$ cat src/hw/rtl/pt2sv_pkg.sv
// Shared types and constants for the PT2 servo velocity model.
// No dependencies; compile first.
package pt2sv_pkg;

    localparam int DATA_W    = 32;               // Q16.16 signed words
    localparam int PAR_W     = 31;               // unsigned parameter registers
    localparam int CFG_IDX_W = 3;
    localparam int DIV_W     = 48;               // dividend / quotient width
    localparam int DIV_STEPS = 2;                // quotient bits per cycle
    localparam int DIV_ITERS = DIV_W / DIV_STEPS;
    localparam int DIV_CNT_W = $clog2(DIV_ITERS + 1);

    localparam logic [PAR_W-1:0]         RST_GAIN   = 31'd65536;
    localparam logic [PAR_W-1:0]         RST_DAMP   = 31'd65536;
    localparam logic [PAR_W-1:0]         RST_TCONST = 31'd65536;
    localparam logic [PAR_W-1:0]         RST_DT     = 31'd655;
    localparam logic [PAR_W-1:0]         RST_VLIM   = 31'd655360;
    localparam logic signed [DATA_W-1:0] RST_DMIN   = -32'sd205887;
    localparam logic signed [DATA_W-1:0] RST_DMAX   = 32'sd205887;

    typedef enum logic [CFG_IDX_W-1:0] {
        CFG_GAIN     = 3'd0,
        CFG_DAMPING  = 3'd1,
        CFG_TCONST   = 3'd2,
        CFG_STEP     = 3'd3,
        CFG_VLIM     = 3'd4,
        CFG_LIM_EN   = 3'd5,
        CFG_DEFL_MIN = 3'd6,
        CFG_DEFL_MAX = 3'd7
    } t_cfg_idx;

    typedef enum logic [3:0] {
        ST_IDLE,
        ST_MUL,
        ST_TERM,
        ST_DIV_R,
        ST_MUL_R,
        ST_ACC,
        ST_DIV_V,
        ST_WAIT_V,
        ST_VEL,
        ST_OUT
    } t_state;

    typedef struct packed {
        logic accept;
        logic mul_first;
        logic div_start_r;
        logic term;
        logic load_r;
        logic mul_r;
        logic acc;
        logic div_start_v;
        logic vel;
        logic emit;
    } t_cmd;

    typedef struct packed {
        logic filling;
        logic div_done;
        logic out_free;
    } t_status;

endpackage

$ cat src/hw/rtl/pt2sv_div.sv
// Sequential unsigned divider, two quotient bits per cycle.
// Depends on pt2sv_pkg.
module pt2sv_div (
    input  logic                           i_clk,
    input  logic                           i_rst_n,
    input  logic                           i_start,
    input  logic [pt2sv_pkg::DIV_W-1:0]    i_dividend,
    input  logic [pt2sv_pkg::PAR_W-1:0]    i_divisor,
    output logic                           o_done,
    output logic [pt2sv_pkg::DIV_W-1:0]    o_quotient
);
    import pt2sv_pkg::*;

    logic                 r_busy;
    logic                 r_done;
    logic [DIV_CNT_W-1:0] r_cnt;
    logic [PAR_W-1:0]     r_rem;
    logic [DIV_W-1:0]     r_quo;
    logic [PAR_W-1:0]     r_div;
    logic [PAR_W-1:0]     n_rem;
    logic [DIV_W-1:0]     n_quo;
    logic [PAR_W:0]       w_sh;

    always_comb begin
        n_rem = r_rem;
        n_quo = r_quo;
        w_sh  = '0;
        for (int s = 0; s < DIV_STEPS; s++) begin
            w_sh  = {n_rem, n_quo[DIV_W-1]};
            n_quo = {n_quo[DIV_W-2:0], 1'b0};
            if (w_sh >= {1'b0, r_div}) begin
                w_sh     = w_sh - {1'b0, r_div};
                n_quo[0] = 1'b1;
            end
            n_rem = w_sh[PAR_W-1:0];
        end
    end

    always_ff @(posedge i_clk) begin
        if (!i_rst_n) begin
            r_busy <= 1'b0;
            r_done <= 1'b0;
            r_cnt  <= '0;
        end else if (i_start) begin
            r_busy <= 1'b1;
            r_done <= 1'b0;
            r_cnt  <= DIV_CNT_W'(DIV_ITERS);
        end else if (r_busy) begin
            r_cnt <= r_cnt - 1'b1;
            if (r_cnt == DIV_CNT_W'(1)) begin
                r_busy <= 1'b0;
                r_done <= 1'b1;
            end
        end
    end

    always_ff @(posedge i_clk) begin
        if (i_start) begin
            r_rem <= '0;
            r_quo <= i_dividend;
            r_div <= i_divisor;
        end else if (r_busy) begin
            r_rem <= n_rem;
            r_quo <= n_quo;
        end
    end

    assign o_done     = r_done;
    assign o_quotient = r_quo;

    a_start_clears_done: assert property (@(posedge i_clk) disable iff (!i_rst_n)
        i_start |=> (r_busy && !r_done))
        else $error("divider start did not clear done");

    a_done_not_busy: assert property (@(posedge i_clk) disable iff (!i_rst_n)
        !(r_busy && r_done))
        else $error("divider done while busy");

    a_last_iter_done: assert property (@(posedge i_clk) disable iff (!i_rst_n)
        (r_busy && !i_start && r_cnt == DIV_CNT_W'(1)) |=> r_done)
        else $error("divider missed completion");

endmodule

$ cat config.mk
export PLATFORM = sky130hd
export DESIGN_NAME = pt2sv_div
export DESIGN_NICKNAME = d
export VERILOG_FILES = /design/src/hw/rtl/pt2sv_pkg.sv /design/src/hw/rtl/pt2sv_div.sv
export SDC_FILE = /design/constraint.sdc
export NUM_CORES = 1
export LEC_CHECK = 0
export ABC_CLOCK_PERIOD_IN_PS = 6400
export CELL_PAD_IN_SITES_DETAIL_PLACEMENT = 1
export CELL_PAD_IN_SITES_GLOBAL_PLACEMENT = 1
export CORE_MARGIN = 1
export CORE_UTILIZATION = 50
export DETAILED_ROUTE_END_ITERATION = 8
export DONT_BUFFER_PORTS = 1
export GPL_TIMING_DRIVEN = 0
export PLACE_DENSITY_LB_ADDON = 0.12
export RECOVER_POWER = 25
export SYNTH_ARGS = -nofsm -noshare
export SYNTH_HDL_FRONTEND = slang
export SYNTH_SLANG_ARGS = --single-unit
$ cat constraint.sdc
create_clock -name i_clk -period 6.4 [get_ports i_clk]
set_clock_uncertainty 0.05 [all_clocks]
set_input_delay 1.28 -clock i_clk [delete_from_list [all_inputs] [get_ports i_clk]]
set_output_delay 1.28 -clock i_clk [all_outputs]
set_load 0.005 [all_outputs]
# Word-level counts from Yosys, hierarchy flattened
# Index checks and enable logic that the tools add are counted.
# op_classes
add_sub_neg	3
n_reduce_logical	3
n_eq_ne	1
bitwise	1
muxes	11
magnitude_cmp	2
# ops
operator	count
$mux W48	2
$ge A32 B31 Y1	2
$mux W31	2
$sub A31 B31 Y31	2
$mux W5	2
$eq A5 B1 Y1 const B	1
$mux W1	5
$sub A5 B1 Y5 const B	1
$reduce_and A2 Y1	1
$reduce_bool A2 Y1	1
$reduce_or A2 Y1	1
$not A1 Y1	1
# totals
output_inout_bits	49
in_bits	82
reg_bits	117
word_cells	28

# Depth between registers and ports, before layout
# depth
ltp_word	6
ltp_mapped	27
depth_no_buf	23

# Worst setup path before layout
# No wires, ideal clock.
# synth_path
path_kind	reg2reg
from	register r_quo[47] (netlist: o_quotient[47])
to	register r_rem[11]
setup_time_ns	0.088
period_less_slack_ns	5.043
path_stages_with_launch	26
n_path_buf	3
t_required_ns	6.262
setup_slack_ns	1.357
arrival_time_ns	4.905
cell_sequence	edfxtp_1 inv_1 ha_1 inv_1 fa_1 nand3_1 a21oi_1 o211ai_1 nand4_1 a311oi_2 clkbuf_1 nand2_1 o21ai_0 inv_1 fa_1 nor2b_1 o2111ai_1 a31o_2 o21ai_0 nor3_1 o21ai_0 a2111o_1 buf_6 clkbuf_1 nand2_1 a311oi_2
# synth_via
elab_chain_len	4
word_cells_on_any_way	6
cone_classes	add/sub: 2; order compare: 2; mux: 2
# synth_lines
item	line	rtl
start: declaration	pt2sv_div.sv:18	logic [DIV_W-1:0] r_quo;
start signal: assignment	pt2sv_div.sv:60	r_quo <= i_dividend;
start signal: assignment	pt2sv_div.sv:64	r_quo <= n_quo;
$sub A31 B31 Y31 or $ge A32 B31 Y1 (tied branches)	pt2sv_div.sv:32, pt2sv_div.sv:31	
$mux W31 *	pt2sv_div.sv:31	if (w_sh >= {1'b0, r_div}) begin
$sub A31 B31 Y31 or $ge A32 B31 Y1 (tied branches)	pt2sv_div.sv:32, pt2sv_div.sv:31	
$mux W31 *	pt2sv_div.sv:31	
end signal: assignment	pt2sv_div.sv:63	r_rem <= n_rem;
end: declaration	pt2sv_div.sv:17	logic [PAR_W-1:0] r_rem;
# Every way passes the cells marked *; elsewhere a longest branch is shown, timed or not.
# A chain may end at the register's enable or synchronous reset.

# Worst setup path after layout
# Ends and elaborated chain as after synthesis.

==> impl_metrics.toml <==
[drt]
first_iter_violations = 380
wl_per_cell_um = 23.3
drc_errors = 0
vias_per_cell = 6.17
num_vias = 7156
dr.pass1.iters = 5
routed_wl_mm = 27.0
postRouteAntennaNets = 0

[synth]
syn_area_sq_um = 8460
seq_area_frac_synth_pct = 37.0
synthMuxAreaShare_pct = 8.32
synth-xor-area-share_pct = 5.49
syn_inst = 902
yosysWarnings = 0
synthArstFlopShare_pct = 0
synth_ff_type = "edfxtp_1"
synth_edf_count = 79
synth_compound_area_share_pct = 20.6
yosys.area.top_type_share_pct = 28.0
synth.distinct_cells = 64
ys_ff_latch = 117
synth.largest_area_cell = "edfxtp_1"
avgSynthCellArea_sq_um = 9.38
synthAdderAreaFrac_pct = 9.94
synthSimpleGateAreaFrac_pct = 13.9
yosys-top-cells-area = "edfxtp_1, ha_1, dfxtp_1"
synth_fp_nets = 1050
synth_top_family_by_area = "compound AO/OA/AOI/OAI gates"

[floorplan]
fp.dieW_um = 132
start_util_pct = 51.2
core_sq_um = 16500
fp.dieArea_sq_um = 17400
row_count = 47
boundaryPins = 131
die_h_um = 132

[worst_setup_path]
cp_max_fo = 10
rr_worst_depth = 26
cp-start-kind = "flop"
r2r_end = "r_rem[11]"
reg2reg_slack_ns = 0.26
required_ns = 6.68
arrival_ns = 6.42
critPathKind = "flop to flop"
r2r_start = "o_quotient[47]"
end_kind = "flop"

[pwr]
switching_share_pct = 41.5
power_frac_comb_pct = 45.6
pwr_density_cell_nw_per_um2 = 377
switchingPower_uw = 1480
leakagePower_uw = 0.00377
p_seq_share_pct = 27.5
ir_drop_mv = 0.232
p_clk_share_pct = 27.0
internal_power_uw = 2080

[clocking]
cts_root_buffer = "clkbuf_16"
cts_buffers = 17
cts.clk_slew.worst_paths_ns = 0.07
cts_tree = "yes"
clock-sinks = 117
cts.htree.levels = 4
clkLatencyLatePin_ns = 0.43
clk_path_buf_depth = 2

[hold_path]
hold_start = "r_rem[8]"
hold_depth = 2
worstHoldPathType = "flop to flop"
worstHoldEndpoint = "r_rem[8]"

[global_routing]
grt_pass1_vias = 7713
antenna_found_initial = 1
grt_pass1_wl_mm = 42.0
gr-total-overflow = 0
met1_usage_pct = 37.2
grt_max_degree = 49
gr-usage-all-layers_pct = 31.6
top_usage_layer = "met2"
grt_use_met2_pct = 54.1
grt_use_met3_pct = 7.00

[sta]
hold_viol = 0
timing.final.crit_share_pct = 95.9
setup_ws_ns = 0.260
slew_violations = 0
layout_min_cycle_time_ns = 6.14
setup_viol = 0
worst_pin_slew_ns = 1.14
hold_slack_ns = 0.462
slew_headroom_pct = 24.2
fmax_ghz = 0.163

[place]
gp_congestion = 0.906
dp_slack_ns = -0.885
dp_cells = 1122
hpwl_mm = 19.9
port_buffers = 0

[layout]
drive_above_1_share_pct = 14.0
post_layout_nonfiller_instances = 1160
syn_to_final_growth_pct = 11.5
layout.nets = 1074

[run_status]
status = "complete, no violations"

[flow_run]
cap_viol_max_count = 0
Yosys cell counts (16+ instances only):
cell and n:
nor2_1 73, inv_1 51, dfxtp_1 38, clkbuf_1 28
a21oi_1 55, nor3_1 18, mux2_2 51, nand2_1 101
o21ai_0 60, a211oi_1 22, a21o_1 16, edfxtp_1 79
xnor2_1 30, xor2_1 23, ha_1 64
registers in the layout, indices dropped and copies added, names as in the netlist:
signal,flops
r_rem,31
r_cnt,5
r_div,31
o_done,1
o_quotient,48
r_busy,1
final cells by class:
class                   count  area, sq um
repair buffers              6         45.0
diodes                      1         2.50
flip-flops and latches    117         3130
clock inverters            15          155
fillers                  1864         7090
plain buffers              38          215
well taps                 220          275
inverters                  52          203
clock buffers              17          425
multi-input cells         694         4980
worst max path at each step:
stage / start / end / slack, ns / cells after the start
CTS: o_quotient[47] / r_rem[11] / 0.05 / 26
floorplan: o_quotient[47] / r_rem[11] / 1.36 / 25
detailed placement: o_quotient[47] / r_rem[11] / -0.89 / 25
finish: o_quotient[47] / r_rem[11] / 0.26 / 26
global route: o_quotient[47] / r_rem[11] / -0.006 / 26
global placement: o_quotient[47] / r_rem[11] / -0.68 / 25
layer usage:
metal	vias to the layer above	part of all wire [%]
met3	74	4.7
met2	192	49
met4	0	4.4
met1	3510	42
met5	-	0
li1	3380	-
placed cells by master (no fill, tap or decap), drive strengths merged, types with 4 or more instances in the layout:
master	count
nor3	18
o21bai	7
o41ai	5
buf	18
nand3	14
o31ai	5
mux2i	13
o21a	12
clkbuf	43
nor2b	9
xor2	23
a21o	16
edfxtp	79
o21ai	62
o211ai	8
ha	64
a311oi	18
nor4	5
nand2b	10
o2111ai	7
nand2	102
xnor2	30
a21oi	55
nand4	9
a21boi	5
inv	62
and2	4
nor2	73
a211oi	25
mux2	51
dfxtp	38
a31oi	9
cell families (layout without fill, tap and decap cells):
kind of cell             Yosys count  after routing
AO/OA/AOI/OAI                    250            250
flip-flops                       117            117
other                              0              1
AND/OR/NAND/NOR                  261            261
XOR/XNOR                          53             53
adder cells (fa/ha/maj)           66             66
multiplexers                      64             64
buffers and inverters             91            128
critical path, cell delays in order (launching register included):
cell and delay, ns:
edfxtp_1 0.47, inv_1 0.11, ha_1 0.21, inv_1 0.07, fa_1 0.41, nand3_1 0.12
a21oi_1 0.15, o211ai_1 0.20, buf_4 0.19, nand4_1 0.20, a311oi_4 0.40, buf_6 0.22
nand2_1 0.06, o21ai_0 0.18, inv_1 0.17, fa_1 0.48, nor2b_1 0.21, o2111ai_1 0.21
a31o_2 0.29, o21ai_2 0.27, nor3_1 0.10, o21ai_1 0.22, a2111o_1 0.14, buf_6 0.19
buf_2 0.26, nand2_1 0.13, a311oi_2 0.29
power groups by stage:
| stage | sequential (uW) | clock [uW] | combinational, uW |
|---|---|---|---|
| floorplan | 963 | 0 | 1180 |
| global route | 986 | 993 | 1780 |
| finish | 977 | 960 | 1620 |
| global placement | 985 | 0 | 1490 |
| detailed placement | 988 | 0 | 1550 |
| CTS | 975 | 968 | 1590 |
through the flow:
| stage | total power, uW | TNS [ns] | instance area [sq um] | util, % |
|---|---|---|---|---|
| after floorplan | 2140 | 0 | 8460 | - |
| after global placement | 2480 | -12.85 | 8740 | 52.9 |
| after detailed placement | 2540 | -19.48 | 8740 | 52.9 |
| after CTS | 3530 | 0 | 9360 | 56.7 |
| after global routing | 3760 | -0.00857 | 9440 | 57.1 |
| final | 3560 | 0 | 9440 | 57.1 |
timing repair:
item	4_1_cts	5_1_grt
buffers inserted	2	4
setup endpoints to repair	32	32
hold buffers	0	0
gates resized for setup	7	16
pin swaps	1	2
hold endpoints to repair	0	0
(Power assumes the default switching activity.)
